### src/rtl/hmf_pkg.sv
// ----------------------------------------------------------------------------
// hmf_pkg
// Shared types and constants of the HID message framer.
// ----------------------------------------------------------------------------
package hmf_pkg;

    localparam int BODY_BYTES_DEF  = 59;
    localparam int QUEUE_DEPTH_DEF = 4;
    localparam int FILL_W          = 6;

    localparam logic [15:0] CHANNEL_ID_RST = 16'h0101;
    localparam logic [7:0]  COMMAND_TAG_RST = 8'h05;

    typedef enum logic [1:0] {
        CFG_CHANNEL_ID  = 2'd0,
        CFG_COMMAND_TAG = 2'd1,
        CFG_PAD_LAST    = 2'd2
    } t_cfg_idx;

    typedef enum logic [3:0] {
        PH_START,
        PH_CH_HI,
        PH_CH_LO,
        PH_TAG,
        PH_SEQ_HI,
        PH_SEQ_LO,
        PH_LEN_HI,
        PH_LEN_LO,
        PH_DATA,
        PH_PAD
    } t_phase;

    typedef struct packed {
        logic [7:0]        data_byte;
        logic              hdr;
        logic              len_hdr;
        logic [15:0]       length;
        logic [15:0]       seq;
        logic              eof;
        logic              eom;
        logic [FILL_W-1:0] pad_cnt;
    } t_cmd;

endpackage

### src/rtl/hmf_in_if.sv
// ----------------------------------------------------------------------------
// hmf_in_if
// Payload byte channel into the framer.
// ----------------------------------------------------------------------------
interface hmf_in_if;
    logic        valid;
    logic        ready;
    logic [7:0]  data_byte;
    logic        first_of_message;
    logic [15:0] message_length;

    modport source (output valid, output data_byte, output first_of_message,
                    output message_length, input ready);
    modport sink   (input valid, input data_byte, input first_of_message,
                    input message_length, output ready);
endinterface

### src/rtl/hmf_out_if.sv
// ----------------------------------------------------------------------------
// hmf_out_if
// Frame byte channel out of the framer.
// ----------------------------------------------------------------------------
interface hmf_out_if;
    logic       valid;
    logic       ready;
    logic [7:0] frame_byte;
    logic       end_of_frame;
    logic       end_of_message;

    modport source (output valid, output frame_byte, output end_of_frame,
                    output end_of_message, input ready);
    modport sink   (input valid, input frame_byte, input end_of_frame,
                    input end_of_message, output ready);
endinterface

### src/rtl/hmf_front.sv
// ----------------------------------------------------------------------------
// hmf_front
// Accepts payload beats, tracks frame state and issues one command per beat of a message with bytes left.
// ----------------------------------------------------------------------------
module hmf_front #(
    parameter int BODY_BYTES = hmf_pkg::BODY_BYTES_DEF
) (
    input  logic              i_clk,
    input  logic              i_rst_n,
    hmf_in_if.sink            i_in,
    input  logic              i_pad_last,
    input  logic              i_q_full,
    output logic              o_push,
    output hmf_pkg::t_cmd     o_cmd
);

    localparam logic [hmf_pkg::FILL_W-1:0] BODY_N = hmf_pkg::FILL_W'(BODY_BYTES);

    logic [15:0]               r_seq, n_seq;
    logic [15:0]               r_rem, n_rem;
    logic [hmf_pkg::FILL_W-1:0] r_fill, n_fill;

    logic                      accept;
    logic                      active;
    logic [15:0]               seq_used;
    logic [15:0]               rem_after;
    logic [hmf_pkg::FILL_W-1:0] fill_after;
    logic                      full;
    logic                      last;
    logic                      pad;

    assign i_in.ready = !i_q_full;
    assign accept     = i_in.valid && i_in.ready;

    always_comb begin
        if (i_in.first_of_message) begin
            active     = (i_in.message_length != 16'd0);
            seq_used   = 16'd0;
            rem_after  = i_in.message_length - 16'd1;
            fill_after = hmf_pkg::FILL_W'(3);
        end else begin
            active     = (r_rem != 16'd0);
            seq_used   = r_seq;
            rem_after  = r_rem - 16'd1;
            fill_after = r_fill + hmf_pkg::FILL_W'(1);
        end
        full = (fill_after >= BODY_N);
        last = (rem_after == 16'd0);
        pad  = last && i_pad_last && !full;
    end

    always_comb begin
        o_push          = accept && active;
        o_cmd.data_byte = i_in.data_byte;
        o_cmd.hdr       = i_in.first_of_message || (r_fill == '0);
        o_cmd.len_hdr   = i_in.first_of_message;
        o_cmd.length    = i_in.message_length;
        o_cmd.seq       = seq_used;
        o_cmd.eof       = !pad && (full || last);
        o_cmd.eom       = !pad && last;
        o_cmd.pad_cnt   = pad ? (BODY_N - fill_after) : '0;
    end

    always_comb begin
        n_seq  = r_seq;
        n_rem  = r_rem;
        n_fill = r_fill;
        if (accept) begin
            if (i_in.first_of_message && !active) begin
                n_seq  = 16'd0;
                n_rem  = 16'd0;
                n_fill = '0;
            end else if (active) begin
                n_rem = rem_after;
                if (full || last) begin
                    n_fill = '0;
                    n_seq  = seq_used + 16'd1;
                end else begin
                    n_fill = fill_after;
                    n_seq  = seq_used;
                end
            end
        end
    end

    always_ff @(posedge i_clk) begin
        if (!i_rst_n) begin
            r_seq  <= '0;
            r_rem  <= '0;
            r_fill <= '0;
        end else begin
            r_seq  <= n_seq;
            r_rem  <= n_rem;
            r_fill <= n_fill;
        end
    end

    a_len_has_hdr: assert property (@(posedge i_clk) disable iff (!i_rst_n)
        o_push && o_cmd.len_hdr |-> o_cmd.hdr)
        else $error("length bytes without header");
    a_pad_no_end: assert property (@(posedge i_clk) disable iff (!i_rst_n)
        o_push && (o_cmd.pad_cnt != '0) |-> !o_cmd.eof && !o_cmd.eom)
        else $error("padded data byte carries end mark");
    a_push_has_room: assert property (@(posedge i_clk) disable iff (!i_rst_n)
        o_push |-> !i_q_full)
        else $error("command pushed into full queue");

endmodule

### src/rtl/hmf_queue.sv
// ----------------------------------------------------------------------------
// hmf_queue
// Short command queue between front and back.
// ----------------------------------------------------------------------------
module hmf_queue #(
    parameter int DEPTH = hmf_pkg::QUEUE_DEPTH_DEF
) (
    input  logic          i_clk,
    input  logic          i_rst_n,
    input  logic          i_push,
    input  hmf_pkg::t_cmd i_cmd,
    input  logic          i_pop,
    output logic          o_full,
    output logic          o_valid,
    output hmf_pkg::t_cmd o_head
);

    localparam int PTR_W = (DEPTH > 1) ? $clog2(DEPTH) : 1;
    localparam int CNT_W = $clog2(DEPTH + 1);
    localparam logic [PTR_W-1:0] PTR_LAST = PTR_W'(DEPTH - 1);
    localparam logic [CNT_W-1:0] CNT_FULL = CNT_W'(DEPTH);

    hmf_pkg::t_cmd    r_mem [DEPTH];
    logic [PTR_W-1:0] r_wr_ptr, n_wr_ptr;
    logic [PTR_W-1:0] r_rd_ptr, n_rd_ptr;
    logic [CNT_W-1:0] r_count, n_count;
    logic             do_push;
    logic             do_pop;

    assign o_full  = (r_count == CNT_FULL);
    assign o_valid = (r_count != '0);
    assign o_head  = r_mem[r_rd_ptr];
    assign do_push = i_push && !o_full;
    assign do_pop  = i_pop && o_valid;

    always_comb begin
        n_wr_ptr = r_wr_ptr;
        n_rd_ptr = r_rd_ptr;
        n_count  = r_count;
        if (do_push) begin
            n_wr_ptr = (r_wr_ptr == PTR_LAST) ? '0 : r_wr_ptr + PTR_W'(1);
        end
        if (do_pop) begin
            n_rd_ptr = (r_rd_ptr == PTR_LAST) ? '0 : r_rd_ptr + PTR_W'(1);
        end
        if (do_push && !do_pop) begin
            n_count = r_count + CNT_W'(1);
        end else if (do_pop && !do_push) begin
            n_count = r_count - CNT_W'(1);
        end
    end

    always_ff @(posedge i_clk) begin
        if (do_push) begin
            r_mem[r_wr_ptr] <= i_cmd;
        end
    end

    always_ff @(posedge i_clk) begin
        if (!i_rst_n) begin
            r_wr_ptr <= '0;
            r_rd_ptr <= '0;
            r_count  <= '0;
        end else begin
            r_wr_ptr <= n_wr_ptr;
            r_rd_ptr <= n_rd_ptr;
            r_count  <= n_count;
        end
    end

endmodule

### src/rtl/hmf_back.sv
// ----------------------------------------------------------------------------
// hmf_back
// Expands queued commands into header, length, data and pad bytes.
// ----------------------------------------------------------------------------
module hmf_back (
    input  logic          i_clk,
    input  logic          i_rst_n,
    input  logic          i_head_valid,
    input  hmf_pkg::t_cmd i_head,
    input  logic [15:0]   i_channel_id,
    input  logic [7:0]    i_command_tag,
    output logic          o_pop,
    hmf_out_if.source     o_out
);

    hmf_pkg::t_phase            r_phase, n_phase;
    hmf_pkg::t_phase            eff_phase;
    logic [hmf_pkg::FILL_W-1:0] r_pad_left, n_pad_left;
    logic                       r_valid;
    logic [7:0]                 r_byte;
    logic                       r_eof;
    logic                       r_eom;

    logic                       advance;
    logic                       step;
    logic [7:0]                 c_byte;
    logic                       c_eof;
    logic                       c_eom;
    logic                       c_done;

    assign advance = !r_valid || o_out.ready;
    assign step    = advance && i_head_valid;

    always_comb begin
        if (r_phase == hmf_pkg::PH_START) begin
            eff_phase = i_head.hdr ? hmf_pkg::PH_CH_HI : hmf_pkg::PH_DATA;
        end else begin
            eff_phase = r_phase;
        end
    end

    // next state
    always_comb begin
        n_phase    = r_phase;
        n_pad_left = r_pad_left;
        if (step) begin
            unique case (eff_phase)
                hmf_pkg::PH_CH_HI:  n_phase = hmf_pkg::PH_CH_LO;
                hmf_pkg::PH_CH_LO:  n_phase = hmf_pkg::PH_TAG;
                hmf_pkg::PH_TAG:    n_phase = hmf_pkg::PH_SEQ_HI;
                hmf_pkg::PH_SEQ_HI: n_phase = hmf_pkg::PH_SEQ_LO;
                hmf_pkg::PH_SEQ_LO: begin
                    n_phase = i_head.len_hdr ? hmf_pkg::PH_LEN_HI : hmf_pkg::PH_DATA;
                end
                hmf_pkg::PH_LEN_HI: n_phase = hmf_pkg::PH_LEN_LO;
                hmf_pkg::PH_LEN_LO: n_phase = hmf_pkg::PH_DATA;
                hmf_pkg::PH_DATA: begin
                    n_pad_left = i_head.pad_cnt;
                    n_phase    = (i_head.pad_cnt != '0) ? hmf_pkg::PH_PAD
                                                        : hmf_pkg::PH_START;
                end
                hmf_pkg::PH_PAD: begin
                    n_pad_left = r_pad_left - hmf_pkg::FILL_W'(1);
                    n_phase    = (r_pad_left == hmf_pkg::FILL_W'(1)) ? hmf_pkg::PH_START
                                                                    : hmf_pkg::PH_PAD;
                end
                default:            n_phase = hmf_pkg::PH_START;
            endcase
        end
    end

    // beat contents
    always_comb begin
        c_byte = 8'h00;
        c_eof  = 1'b0;
        c_eom  = 1'b0;
        c_done = 1'b0;
        unique case (eff_phase)
            hmf_pkg::PH_CH_HI:  c_byte = i_channel_id[15:8];
            hmf_pkg::PH_CH_LO:  c_byte = i_channel_id[7:0];
            hmf_pkg::PH_TAG:    c_byte = i_command_tag;
            hmf_pkg::PH_SEQ_HI: c_byte = i_head.seq[15:8];
            hmf_pkg::PH_SEQ_LO: c_byte = i_head.seq[7:0];
            hmf_pkg::PH_LEN_HI: c_byte = i_head.length[15:8];
            hmf_pkg::PH_LEN_LO: c_byte = i_head.length[7:0];
            hmf_pkg::PH_DATA: begin
                c_byte = i_head.data_byte;
                c_eof  = i_head.eof;
                c_eom  = i_head.eom;
                c_done = (i_head.pad_cnt == '0);
            end
            hmf_pkg::PH_PAD: begin
                c_eof  = (r_pad_left == hmf_pkg::FILL_W'(1));
                c_eom  = (r_pad_left == hmf_pkg::FILL_W'(1));
                c_done = (r_pad_left == hmf_pkg::FILL_W'(1));
            end
            default:            c_byte = 8'h00;
        endcase
    end

    assign o_pop = step && c_done;

    always_ff @(posedge i_clk) begin
        if (!i_rst_n) begin
            r_phase    <= hmf_pkg::PH_START;
            r_pad_left <= '0;
            r_valid    <= 1'b0;
        end else begin
            r_phase    <= n_phase;
            r_pad_left <= n_pad_left;
            if (advance) begin
                r_valid <= step;
            end
        end
    end

    always_ff @(posedge i_clk) begin
        if (step) begin
            r_byte <= c_byte;
            r_eof  <= c_eof;
            r_eom  <= c_eom;
        end
    end

    assign o_out.valid          = r_valid;
    assign o_out.frame_byte     = r_byte;
    assign o_out.end_of_frame   = r_eof;
    assign o_out.end_of_message = r_eom;

    a_eom_is_eof: assert property (@(posedge i_clk) disable iff (!i_rst_n)
        r_valid && r_eom |-> r_eof)
        else $error("end of message without end of frame");
    a_pop_phase: assert property (@(posedge i_clk) disable iff (!i_rst_n)
        o_pop |-> (eff_phase == hmf_pkg::PH_DATA) || (eff_phase == hmf_pkg::PH_PAD))
        else $error("command retired outside body phase");
    a_pad_count: assert property (@(posedge i_clk) disable iff (!i_rst_n)
        r_phase == hmf_pkg::PH_PAD |-> r_pad_left != '0)
        else $error("pad phase with no pad bytes left");

endmodule

### src/rtl/hid_message_framer_core.sv
// An accepted beat passes through the command queue and then the output byte register.
// Throughput: one frame byte per cycle if the output is ready; a payload beat expands
//   to 1, 6 or 8 bytes, or up to 5 + BODY_BYTES with padding; the output byte sequencer
//   sets the rate. Input beats are taken every cycle while the command queue has room.
// Reset (synchronous, active low) clears frame state, queue and output; registers
//   return to channel 0x0101, tag 0x05, padding off.
// ----------------------------------------------------------------------------
// hid_message_framer_core
// Splits payload messages into HID report frames with header and sequence.
// ----------------------------------------------------------------------------
module hid_message_framer_core #(
    parameter int BODY_BYTES  = hmf_pkg::BODY_BYTES_DEF,
    parameter int QUEUE_DEPTH = hmf_pkg::QUEUE_DEPTH_DEF
) (
    input  logic        i_clk,
    input  logic        i_rst_n,
    hmf_in_if.sink      i_in,
    hmf_out_if.source   o_out,
    input  logic        i_cfg_we,
    input  logic [1:0]  i_cfg_index,
    input  logic [15:0] i_cfg_data
);

    logic [15:0]   r_channel_id;
    logic [7:0]    r_command_tag;
    logic          r_pad_last;

    logic          push;
    logic          pop;
    logic          q_full;
    logic          q_valid;
    hmf_pkg::t_cmd cmd;
    hmf_pkg::t_cmd head;

    always_ff @(posedge i_clk) begin
        if (!i_rst_n) begin
            r_channel_id  <= hmf_pkg::CHANNEL_ID_RST;
            r_command_tag <= hmf_pkg::COMMAND_TAG_RST;
            r_pad_last    <= 1'b0;
        end else if (i_cfg_we) begin
            unique case (hmf_pkg::t_cfg_idx'(i_cfg_index))
                hmf_pkg::CFG_CHANNEL_ID:  r_channel_id  <= i_cfg_data;
                hmf_pkg::CFG_COMMAND_TAG: r_command_tag <= i_cfg_data[7:0];
                hmf_pkg::CFG_PAD_LAST:    r_pad_last    <= i_cfg_data[0];
                default:                  r_pad_last    <= r_pad_last;
            endcase
        end
    end

    hmf_front #(
        .BODY_BYTES (BODY_BYTES)
    ) u_front (
        .i_clk      (i_clk),
        .i_rst_n    (i_rst_n),
        .i_in       (i_in),
        .i_pad_last (r_pad_last),
        .i_q_full   (q_full),
        .o_push     (push),
        .o_cmd      (cmd)
    );

    hmf_queue #(
        .DEPTH (QUEUE_DEPTH)
    ) u_queue (
        .i_clk   (i_clk),
        .i_rst_n (i_rst_n),
        .i_push  (push),
        .i_cmd   (cmd),
        .i_pop   (pop),
        .o_full  (q_full),
        .o_valid (q_valid),
        .o_head  (head)
    );

    hmf_back u_back (
        .i_clk         (i_clk),
        .i_rst_n       (i_rst_n),
        .i_head_valid  (q_valid),
        .i_head        (head),
        .i_channel_id  (r_channel_id),
        .i_command_tag (r_command_tag),
        .o_pop         (pop),
        .o_out         (o_out)
    );

endmodule
### src/flat_wrapper.sv
// flat-port wrapper written by rule: the top's interface ports become plain ports
module hid_message_framer_core_flat 
#(
    parameter int BODY_BYTES  = hmf_pkg::BODY_BYTES_DEF,
    parameter int QUEUE_DEPTH = hmf_pkg::QUEUE_DEPTH_DEF
)
  (i_clk, i_rst_n, i_cfg_we, i_cfg_index, i_cfg_data, i_in_valid, i_in_data_byte, i_in_first_of_message, i_in_message_length, i_in_ready, o_out_valid, o_out_frame_byte, o_out_end_of_frame, o_out_end_of_message, o_out_ready);
  hmf_in_if i_in_i ();
  hmf_out_if o_out_i ();
  input  logic i_clk;
  input  logic i_rst_n;
  input  logic i_cfg_we;
  input  logic [1:0] i_cfg_index;
  input  logic [15:0] i_cfg_data;
  input wire logic [$bits(i_in_i.valid)-1:0] i_in_valid;
  input wire logic [$bits(i_in_i.data_byte)-1:0] i_in_data_byte;
  input wire logic [$bits(i_in_i.first_of_message)-1:0] i_in_first_of_message;
  input wire logic [$bits(i_in_i.message_length)-1:0] i_in_message_length;
  output wire logic [$bits(i_in_i.ready)-1:0] i_in_ready;
  output wire logic [$bits(o_out_i.valid)-1:0] o_out_valid;
  output wire logic [$bits(o_out_i.frame_byte)-1:0] o_out_frame_byte;
  output wire logic [$bits(o_out_i.end_of_frame)-1:0] o_out_end_of_frame;
  output wire logic [$bits(o_out_i.end_of_message)-1:0] o_out_end_of_message;
  input wire logic [$bits(o_out_i.ready)-1:0] o_out_ready;
  assign i_in_i.valid = i_in_valid;
  assign i_in_i.data_byte = i_in_data_byte;
  assign i_in_i.first_of_message = i_in_first_of_message;
  assign i_in_i.message_length = i_in_message_length;
  assign i_in_ready = i_in_i.ready;
  assign o_out_valid = o_out_i.valid;
  assign o_out_frame_byte = o_out_i.frame_byte;
  assign o_out_end_of_frame = o_out_i.end_of_frame;
  assign o_out_end_of_message = o_out_i.end_of_message;
  assign o_out_i.ready = o_out_ready;
  hid_message_framer_core #(.BODY_BYTES(BODY_BYTES), .QUEUE_DEPTH(QUEUE_DEPTH)) u_core (.i_clk(i_clk), .i_rst_n(i_rst_n), .i_in(i_in_i), .o_out(o_out_i), .i_cfg_we(i_cfg_we), .i_cfg_index(i_cfg_index), .i_cfg_data(i_cfg_data));
endmodule
### config.mk
export PLATFORM = sky130hd
export DESIGN_NAME = hid_message_framer_core_flat
export DESIGN_NICKNAME = d
export VERILOG_FILES = /design/src/rtl/hmf_pkg.sv /design/src/rtl/hmf_in_if.sv /design/src/rtl/hmf_out_if.sv /design/src/rtl/hmf_front.sv /design/src/rtl/hmf_queue.sv /design/src/rtl/hmf_back.sv /design/src/rtl/hid_message_framer_core.sv /design/src/flat_wrapper.sv
export SDC_FILE = /design/constraint.sdc
export NUM_CORES = 1
export LEC_CHECK = 0
export ABC_AREA = 1
export BUFFER_PORTS_ARGS = -buffer_cell sky130_fd_sc_hd__buf_2
export CAP_MARGIN = 30
export CORE_MARGIN = 3
export CORE_UTILIZATION = 65
export DETAILED_ROUTE_END_ITERATION = 16
export PLACE_DENSITY = 0.88
export SYNTH_ARGS = -nofsm -noshare
export SYNTH_HDL_FRONTEND = slang
export SYNTH_SLANG_ARGS = --single-unit
### constraint.sdc
create_clock -name i_clk -period 5.8 [get_ports i_clk]
set_input_delay 0.29 -clock i_clk [delete_from_list [all_inputs] [get_ports i_clk]]
set_output_delay 0.29 -clock i_clk [all_outputs]
set_load 0.05 [all_outputs]
==> impl_metrics.toml, run 1 <==
[clock_network]
clkLatencyLatePin_ns = 0.55
cts_inserted_buffers = 29
clk_transition_reported_paths_ns = 0.06
cts_sinks = 293
clock-root-buffer = "clkbuf_16"
cts_tree = "built"
htreeDepth = 1
cts_resized = 0
ctsLongestPathBuffers = 3

[sta]
finalCritPeriodShare_pct = 68.09
max_freq_mhz = 253.2
hold_viol_final = 0
whs_ns = 0.01116
finalMaxSlewViolations = 0
setup_violations = 0
tns_ns = 0
fin_crit_ns = 3.949
tightestPinTransition_ns = 1.184
grt_setup_unrepaired = "no"
maxSlewHeadroom_pct = 20.05
skew_ns = 0.01729

[layout]
fin_nets = 1560
diodes = 0
multi_input_area_um2 = 4752
fillers = 1189
design_area_um2 = 15170
syn_to_final_growth_pct = 13.07
regArea_um2 = 7969
layout-drive-gt1-share_pct = 11.45

[global_routing]
globalRouteOverflowTotal = 0
antenna_found_initial = 0
globalRouteTotalUtil_pct = 31.91
grt_max_degree = 72
grt_pass1_vias = 10620
grt_pass1_wl_um = 55970

[place]
hpwl_um = 21610
place.port_buffers = 59
postPlaceCellArea_um2 = 13890
place_congestion = 1.045

[yosys]
ys_warn_count = 0
synth_top_flop_cell = "edfxtp_1"
synth_edf_count = 210
synth_top_area_share_pct = 47.00
synthTopCellsByArea = "edfxtp_1 47%, dfxtp_1 12%, nand2_1 8.5%, nor2_1 5.8%, o21ai_0 4.5%"
yosys.area.top_type = "edfxtp_1"
synth_seq_area_share_pct = 59.39
syn_nets = 1488
synth_most_common_cell = "nand2_1"
avgSynthCellArea_um2 = 9.422
ys_types = 52
postSynthRegisterBits = 293
async_flop_share_pct = 0
syn_inst = 1424
yosys-top-cells-count = "304 x nand2_1, 210 x edfxtp_1, 206 x nor2_1, 120 x o21ai_0, 105 x inv_1"
syn_area_um2 = 13420

[routing]
drc = 0
via_per_inst = 6.211
dr.pass1.iters = 10
drtIter0Drc = 1615
vias = 11080
wl_per_cell_um = 20.14
wl_um = 35930
antenna_left = 0

[setup_path]
critPathMaxFanout = 71
rrSetupSlack_ns = 1.85
cp-end-kind = "register"
worst-endpoint-required_ns = 6.23
crit_type = "register to register"
start_kind = "register"
rr_worst_depth = 12
timing.rr.end = "u_core.u_queue.r_count[1]"
cp.arrival_ns = 4.38

[min_path]
holdCritStartpoint = "i_in_message_length[7]"
min_to = "u_core.u_queue.r_mem[0][31]"
hold_depth = 1
worstHoldPathType = "input pin to register"

[power_and_ir_drop]
p_total_mw = 5.823
powerDensity_nw_per_um2 = 383.9
peakVddDrop_uv = 275.3
p_leak_nw = 5.880

[die]
dieArea_um2 = 22400
die_h_um = 149.7
pin_count = 60
die_w_um = 149.7
num_rows = 51
initial_utilization_pct = 67.61
core-area_um2 = 19850

[run]
max_cap_viol_count = 0

[outcome]
status = "finished, final reports clean"
critical path, cell delays in order (launching register included):
cell	delay, ns
dfxtp_2	0.88
inv_2	0.42
buf_4	0.45
nand2_1	0.15
a32o_1	0.19
nand3_1	0.11
o21ai_0	0.40
nand2_1	0.20
ha_1	0.23
inv_1	0.10
fa_1	0.42
o21ai_0	0.16
a21oi_1	0.05
logic make-up (layout without fill, tap and decap cells):
kind of cell,after synthesis,in the layout,share of synthesized area [%]
buffers and inverters,173,268,5.465
AND/OR/NAND/NOR,641,641,20.18
XOR/XNOR,21,21,1.371
flip-flops,293,293,59.39
AO/OA/AOI/OAI,280,280,12.05
adder cells (fa/ha/maj),16,16,1.548
cell type report:
class	count	share of cell area (%)
Multi-Input combinational cell	958	31.33
Sequential cell	293	52.53
Clock buffer	44	5.831
Inverter	114	2.854
Clock inverter	10	0.8661
Timing Repair Buffer	100	4.405
Tap cell	265	2.186
power breakdown:
group / switching, mW / leakage (nW) / total (mW) / internal [mW]
registers: 0.107 / 2.59 / 2.59 / 2.49
logic: 0.929 / 2.80 / 1.27 / 0.336
clock network: 0.781 / 0.492 / 1.97 / 1.18
how the worst max path moves through the flow:
stage                                          from                          to  slack [ns]  cells after the start
final                                      register   u_core.u_queue.r_count[1]        1.85                     12
after global placement        i_in_first_of_message   u_core.u_queue.r_count[1]        2.12                     16
after detailed placement      i_in_first_of_message   u_core.u_queue.r_count[1]        2.01                     16
after global routing                       register   u_core.u_queue.r_count[2]        1.66                     14
after CTS                                  register   u_core.u_queue.r_count[2]        2.05                     14
after floorplan           u_core.u_queue.r_count[0]  u_core.u_queue.r_mem[0][0]        2.02                      6
through the flow:
| stage | setup WS [ns] | std cells | utilization, % |
|---|---|---|---|
| floorplan | 2.021 | 1424 | - |
| detailed placement | 2.015 | 1704 | 70.01 |
| global route | 1.657 | 1784 | 76.44 |
| CTS | 2.046 | 1784 | 76.44 |
| global placement | 2.117 | 1704 | 70.01 |
| finish | 1.851 | 1784 | 76.44 |
metal layers:
layer / vias to the layer above / routed length [µm] / GRT usage (%) / share of wire, %
li1: 5002 / - / - / -
met1: 5168 / 12810 / 41.53 / 36
met2: 787 / 17270 / 53.12 / 48
met3: 123 / 4203 / 5.542 / 12
met4: 0 / 1644 / 13.95 / 4.6
met5: - / 0 / 0 / 0
state kept, by name, summed over array words and instances, names as in the netlist, named ones only:
signal / cells
u_core.r_command_tag: 8
u_core.r_channel_id: 16
u_core.u_queue.r_wr_ptr: 2
u_core.r_pad_last: 1
u_core.u_back.o_out.valid: 1
u_core.u_front.r_rem: 16
u_core.u_queue.r_count: 3
u_core.u_queue.r_mem: 200
u_core.u_queue.r_rd_ptr: 2
u_core.u_back.r_phase: 4
u_core.u_front.r_seq: 16
u_core.u_front.r_fill: 6
u_core.u_back.o_out.end_of_message: 1
u_core.u_back.r_pad_left: 6
u_core.u_back.o_out.frame_byte: 8
u_core.u_back.o_out.end_of_frame: 1
placed cells by master, fill, tap and decap left out, drive strengths merged, types with 13 or more instances in the layout:
master,Yosys,final
a21oi,87,87
buf,23,74
clkbuf,35,44
dfxtp,83,83
dlygate4sd3,0,26
edfxtp,210,210
ha,15,15
inv,110,112
nand2,320,320
nand3,64,64
nand4,13,13
nor2,215,215
nor3,14,14
o21ai,125,125
o22ai,26,26
xor2,15,15
timing repair:
| action | in CTS | in global routing |
|---|---|---|
| setup buffers | 0 | 0 |
| hold buffers | 26 | 0 |
| hold endpoints to repair | 63 | 0 |
Note: power is estimated with default switching activity, not from simulation.
==> run 2, diff against run 1 <==
--- a/config.mk
+++ b/config.mk
@@ -5,13 +5,13 @@
 export SDC_FILE = /design/constraint.sdc
 export NUM_CORES = 1
 export LEC_CHECK = 0
-export ABC_AREA = 1
+export ABC_AREA = 0
 export BUFFER_PORTS_ARGS = -buffer_cell sky130_fd_sc_hd__buf_2
 export CAP_MARGIN = 30
 export CORE_MARGIN = 3
-export CORE_UTILIZATION = 65
+export CORE_UTILIZATION = 55
 export DETAILED_ROUTE_END_ITERATION = 16
-export PLACE_DENSITY = 0.88
+export PLACE_DENSITY = 0.79
 export SYNTH_ARGS = -nofsm -noshare
 export SYNTH_HDL_FRONTEND = slang
 export SYNTH_SLANG_ARGS = --single-unit
==> constraint.sdc (replaced) <==
create_clock -name i_clk -period 3.2 [get_ports i_clk]
set_input_delay 0.16 -clock i_clk [delete_from_list [all_inputs] [get_ports i_clk]]
set_output_delay 0.16 -clock i_clk [all_outputs]
set_load 0.05 [all_outputs]
==> impl_metrics.toml, run 2 <==
[layout]
multi_input_area_um2 = 4860
final_common_cell = "edfxtp_1"
regArea_um2 = 7975
largest_register_ffs = 200
syn_to_final_growth_pct = 19.95
diodes = 0
fillers = 1568
regMostFlops = "u_core.u_queue.r_mem"
design_area_um2 = 15540
layout-drive-gt1-share_pct = 23.34
fin_nets = 1186
utilization_pct = 67.82
final_cell_mix = "210 x edfxtp_1, 79 x dfxtp_1, 78 x nand2_1"

[die]
die_w_um = 159.5
num_rows = 55
die_h_um = 159.5
initial_utilization_pct = 56.54
pin_count = 60
core-area_um2 = 22920
dieArea_um2 = 25430

[sta]
maxSlewHeadroom_pct = 54.02
tightestPinTransition_ns = 0.6872
max_freq_mhz = 313.4
hold_viol_final = 0
setup_violations = 0
finalCritPeriodShare_pct = 99.72
whs_ns = 0.03831
grt_setup_unrepaired = "yes"
skew_ns = 0.009354
finalMaxSlewViolations = 0
fin_crit_ns = 3.191

[yosys]
synth_top_flop_cell = "edfxtp_1"
yosys-top-cells-count = "210 x edfxtp_1, 83 x dfxtp_1, 78 x nand2_1, 50 x nor2_1, 47 x mux2i_1"
synth_mux_area_share_pct = 11.54
synth_compound_gate_area_share_pct = 9.841
synth_edf_count = 210
synth_xor_area_share_pct = 1.420
syn_nets = 1041
async_flop_share_pct = 0
synth-simple-area-share_pct = 11.57
synth_top_area_share_pct = 48.67
synth_most_common_cell = "edfxtp_1"
postSynthRegisterBits = 293
syn_inst = 977
ys_types = 70
synthTopCellsByArea = "edfxtp_1 49%, dfxtp_1 13%, mux4_2 7.3%, mux2i_1 3.6%, nand2_1 2.3%"
synth_seq_area_share_pct = 61.50
syn_area_um2 = 12960
synth_adder_area_share_pct = 1.603
synth_top_family_by_area = "simple AND/OR/NAND/NOR gates"
ys_warn_count = 0
yosys.area.top_type = "edfxtp_1"
avgSynthCellArea_um2 = 13.26

[run]
max_cap_viol_count = 0

[power_and_ir_drop]
p_leak_nw = 5.450
powerDensity_nw_per_um2 = 711.3
peakVddDrop_uv = 457.4

[setup_path]
critPathMaxFanout = 12
rrSetupSlack_ns = 0.009
rr_worst_depth = 13
cp-end-kind = "register"
start_kind = "register"
cp.arrival_ns = 3.59
worst-endpoint-required_ns = 3.60
worstSetupEndpoint = "u_core.u_front.r_seq[9]"
crit_type = "register to register"
crit_start = "u_core.u_front.r_rem[1]"
timing.rr.end = "u_core.u_front.r_seq[9]"
rr_startpoint = "u_core.u_front.r_rem[1]"

[place]
place.port_buffers = 59
place_congestion = 0.9020
postPlaceCellArea_um2 = 14040
hpwl_um = 18960

[clock_network]
cts_tree = "built"
ctsLongestPathBuffers = 3
clk_transition_reported_paths_ns = 0.06
htreeDepth = 1
clock-root-buffer = "clkbuf_16"
cts_inserted_buffers = 29
clkLatencyLatePin_ns = 0.53
cts_sinks = 293

[global_routing]
grt_max_degree = 51
antenna_found_initial = 0
globalRouteOverflowTotal = 0
grt_pass1_wl_um = 46820
grt_pass1_vias = 8671
globalRouteTotalUtil_pct = 22.65

[routing]
antenna_left = 0
dr.pass1.iters = 6
drc = 0
via_per_inst = 6.027
wl_per_cell_um = 20.16
wl_um = 29380
vias = 8781
drtIter0Drc = 900

[min_path]
worstHoldPathType = "input pin to register"

[outcome]
status = "finished, final reports clean"
-- run 2: how the worst min path moves through the flow --
stage | startpoint | end | slack [ns] | depth (start not counted)
after global placement | i_in_data_byte[2] | u_core.u_queue.r_mem[1][44] | 0.38 | 1
final | i_cfg_index[1] | u_core.r_pad_last | 0.04 | 4
after floorplan | i_in_message_length[0] | u_core.u_queue.r_mem[0][24] | 0.26 | 0
after CTS | i_cfg_index[1] | u_core.r_pad_last | 0.02 | 4
after global routing | i_in_message_length[3] | u_core.u_queue.r_mem[0][27] | 0.04 | 2
after detailed placement | i_in_data_byte[6] | u_core.u_queue.r_mem[0][48] | 0.38 | 1
-- run 2: power breakdown --
part           internal [mW]  leakage (nW)  switching (mW)  total (mW)
clock                   1.94         0.456            1.36        3.31
sequential              4.70          2.63           0.256        4.95
combinational           1.05          2.37            1.75        2.79
total                   7.69          5.45            3.37        11.1
-- run 2: metrics by stage --
stage	setup WS [ns]	setup TNS (ns)	power, mW	std cells
detailed placement	-0.06648	-0.2379	7.718	1355
finish	0.008859	0	11.05	1457
CTS	-0.01366	-0.01366	11.07	1450
global route	-0.1590	-2.667	11.57	1457
floorplan	-0.4548	-20.09	6.800	977
global placement	0.07341	0	7.640	1355
-- run 2: kinds of logic after synthesis --
group                      count (synthesis)
AOI/OAI and AO/OA                        180
buffers and inverters                     80
and+or+nand+nor                          291
muxes                                     96
DFF                                      293
adders and majority gates                 16
xor gates and xnor gates                  21
-- run 2: critical path, cell delays in order (launching register included) --
cell and delay, ns:
dfxtp_2 0.34, mux2i_2 0.19, ha_2 0.25, or4b_4 0.50, a211oi_2 0.26, mux2_4 0.33
a211oi_2 0.14, nand4_1 0.20, o21ai_2 0.26, buf_12 0.17, buf_4 0.11, nand3_2 0.07
a21oi_2 0.14, o32ai_1 0.09
-- run 2: timing repair --
item,CTS,global route
endpoints found under the setup margin,9,56
buffers inserted,2,7
hold buffers,40,0
pin swaps,3,8
hold endpoints to repair,118,0
resized for setup,2,21
-- run 2: layer usage --
layer | wire length, µm | track usage, %
met3 | 2133 | 3.252
met4 | 597 | 5.253
met1 | 12470 | 32.55
met5 | 0 | 0
met2 | 14170 | 37.04
-- run 2: area by class of cell --
class / count / area share [%]
clock buffer: 41 / 5.281
clock inverter: 12 / 0.7648
inverter: 29 / 0.7004
multi-input combinational: 604 / 31.27
sequential: 293 / 51.32
tap: 313 / 2.520
timing repair buffer: 165 / 8.147
==> run 3, diff against run 2 <==
--- a/config.mk
+++ b/config.mk
@@ -9,9 +9,9 @@
 export BUFFER_PORTS_ARGS = -buffer_cell sky130_fd_sc_hd__buf_2
 export CAP_MARGIN = 30
 export CORE_MARGIN = 3
-export CORE_UTILIZATION = 55
+export CORE_UTILIZATION = 35
 export DETAILED_ROUTE_END_ITERATION = 16
-export PLACE_DENSITY = 0.79
+export PLACE_DENSITY = 0.56
 export SYNTH_ARGS = -nofsm -noshare
 export SYNTH_HDL_FRONTEND = slang
 export SYNTH_SLANG_ARGS = --single-unit
==> impl_metrics.toml, run 3 (synthesized netlist as in run 2, its figures left out) <==
[setup_path]
path_buf_inv = 2
rr_worst_depth = 13
cp-end-kind = "register"
cp_slowest_stage_delay_ns = 0.52
critical_path.top_delay_family = "simple AND/OR/NAND/NOR gates"
path_cells = "mux2i_2 -> ha_2 -> or4b_4 -> a211oi_4 -> mux2_4 -> a211oi_2 -> nand4_1 -> buf_4 -> o21ai_4 -> buf_12 -> and3_4 -> nand4_1 -> a21boi_1"
timing.rr.end = "u_core.u_front.r_seq[13]"
crit_type = "register to register"
path_common_cell = "nand4_1"
worst-endpoint-required_ns = 3.69
cp.arrival_ns = 3.66
rr_startpoint = "u_core.u_front.r_rem[0]"
crit_slowest_cell = "or4b_4"
rrSetupSlack_ns = 0.03
start_kind = "register"
critPathMaxFanout = 8

[sta]
tns_ns = 0
setup_violations = 0
tightestPinTransition_ns = 0.6494
max_freq_mhz = 315.5
skew_ns = 0.01683
whs_ns = 0.03808
fin_crit_ns = 3.170
maxSlewHeadroom_pct = 56.71
grt_setup_unrepaired = "yes"
finalMaxSlewViolations = 0
finalWorstSetupSlack_ns = 0.03013
finalCritPeriodShare_pct = 99.06
hold_viol_final = 0

[clock_network]
clkLatencyLatePin_ns = 0.57
ctsLongestPathBuffers = 3
cts_inserted_buffers = 31
htreeDepth = 1
cts_tree = "built"
clock-root-buffer = "clkbuf_16"
clk_transition_reported_paths_ns = 0.06
cts_sinks = 293

[layout]
diodes = 0
multi_input_area_um2 = 4866
largest_register_ffs = 200
syn_to_final_growth_pct = 23.08
layout-drive-gt1-share_pct = 24.20
regArea_um2 = 7974
fillers = 3252
final_common_cell = "edfxtp_1"
utilization_pct = 44.30
regMostFlops = "u_core.u_queue.r_mem"
design_area_um2 = 15950
final_cell_mix = "210 x edfxtp_1, 80 x dfxtp_1, 78 x nand2_1"
fin_cells = 1622
fin_nets = 1200

[global_routing]
grt_pass1_vias = 8580
antenna_found_initial = 0
grt_pass1_wl_um = 49010
globalRouteOverflowTotal = 0
globalRouteTotalUtil_pct = 15.84
grt_max_degree = 53

[routing]
drc = 0
via_per_inst = 5.306
drtIter0Drc = 643
dr.pass1.iters = 6
antenna_left = 0
wl_um = 30990
wl_per_cell_um = 19.11
vias = 8607

[die]
die_h_um = 198.4
pin_count = 60
num_rows = 69
die_w_um = 198.4
dieArea_um2 = 39360
core-area_um2 = 36000
initial_utilization_pct = 35.99

[min_path]
hold_depth = 4
min_to = "u_core.r_pad_last"
holdCritStartpoint = "i_cfg_index[1]"
worstHoldPathType = "input pin to register"

[place]
place_congestion = 0.8459
postPlaceCellArea_um2 = 14330
pre_cts_ws_ns = -0.07917
dp_cells = 1514
hpwl_um = 19910
place.port_buffers = 59

[power_and_ir_drop]
p_leak_nw = 5.565
powerDensity_nw_per_um2 = 707.6
peakVddDrop_uv = 520.9
p_total_mw = 11.28

[outcome]
status = "finished, final reports clean"

[run]
max_cap_viol_count = 0
-- run 3: changes by cell type in the layout (fill, tap and decap cells not counted), moves of 2 or more --
cell	before	now
buf_12	6	8
buf_4	60	66
clkbuf_16	29	33
clkbuf_8	5	3
clkinv_2	3	10
dlygate4sd3_1	40	42
nor2_1	44	46
nor2_2	2	0
o21ai_1	4	6
o21ai_2	3	1
-- run 3: layer usage --
metal / track usage (%) / wire, µm / up-vias
li1: - / - / 4081
met1: 22.58 / 14510 / 4305
met2: 25.97 / 14640 / 185
met3: 2.337 / 1384 / 36
met4: 3.329 / 453 / 0
met5: 0 / 0 / -
-- run 3: tightest hold or removal path, stage by stage --
cell	delay, ns
buf_2	0.11
nand3b_1	0.11
mux2i_1	0.08
nor2b_1	0.11
-- run 3: cell type report --
cell class              instances  area share (%)
multi-input cells             604           30.51
well taps                     461           3.617
repair buffers                177           8.929
clock buffers                  41           5.422
clock inverters                17          0.8317
inverters                      29          0.6826
flip-flops and latches        293           50.00
-- run 3: power by group --
| part | internal (mW) | switching, mW | leakage, nW |
|---|---|---|---|
| logic | 1.09 | 1.80 | 2.44 |
| clock network | 1.99 | 1.47 | 0.498 |
| registers | 4.70 | 0.236 | 2.63 |
| total | 7.78 | 3.51 | 5.57 |
-- run 3: worst max-delay path by stage --
stage          depth (start not counted)               startpoint  slack [ns]                         end
3_5_place_dp                          11    i_in_first_of_message       -0.08  u_core.u_queue.r_mem[0][0]
2_1_floorplan                         19    i_in_first_of_message       -0.45     u_core.u_front.r_seq[2]
6_report                              13  u_core.u_front.r_rem[0]        0.03    u_core.u_front.r_seq[13]
3_3_place_gp                          13    i_in_first_of_message        0.04    u_core.u_front.r_seq[11]
5_1_grt                               13  u_core.u_front.r_rem[0]       -0.11    u_core.u_front.r_seq[13]
4_1_cts                               12  u_core.u_front.r_rem[0]       0.004    u_core.u_front.r_seq[13]
-- run 3: what timing repair did --
item / in CTS / in global routing
hold endpoints to repair: 123 / 0
pin swaps: 2 / 11
cloned: 0 / 1
hold buffers: 42 / 0
setup endpoints to repair: 11 / 56
buffers inserted: 2 / 5
resized for setup: 3 / 22
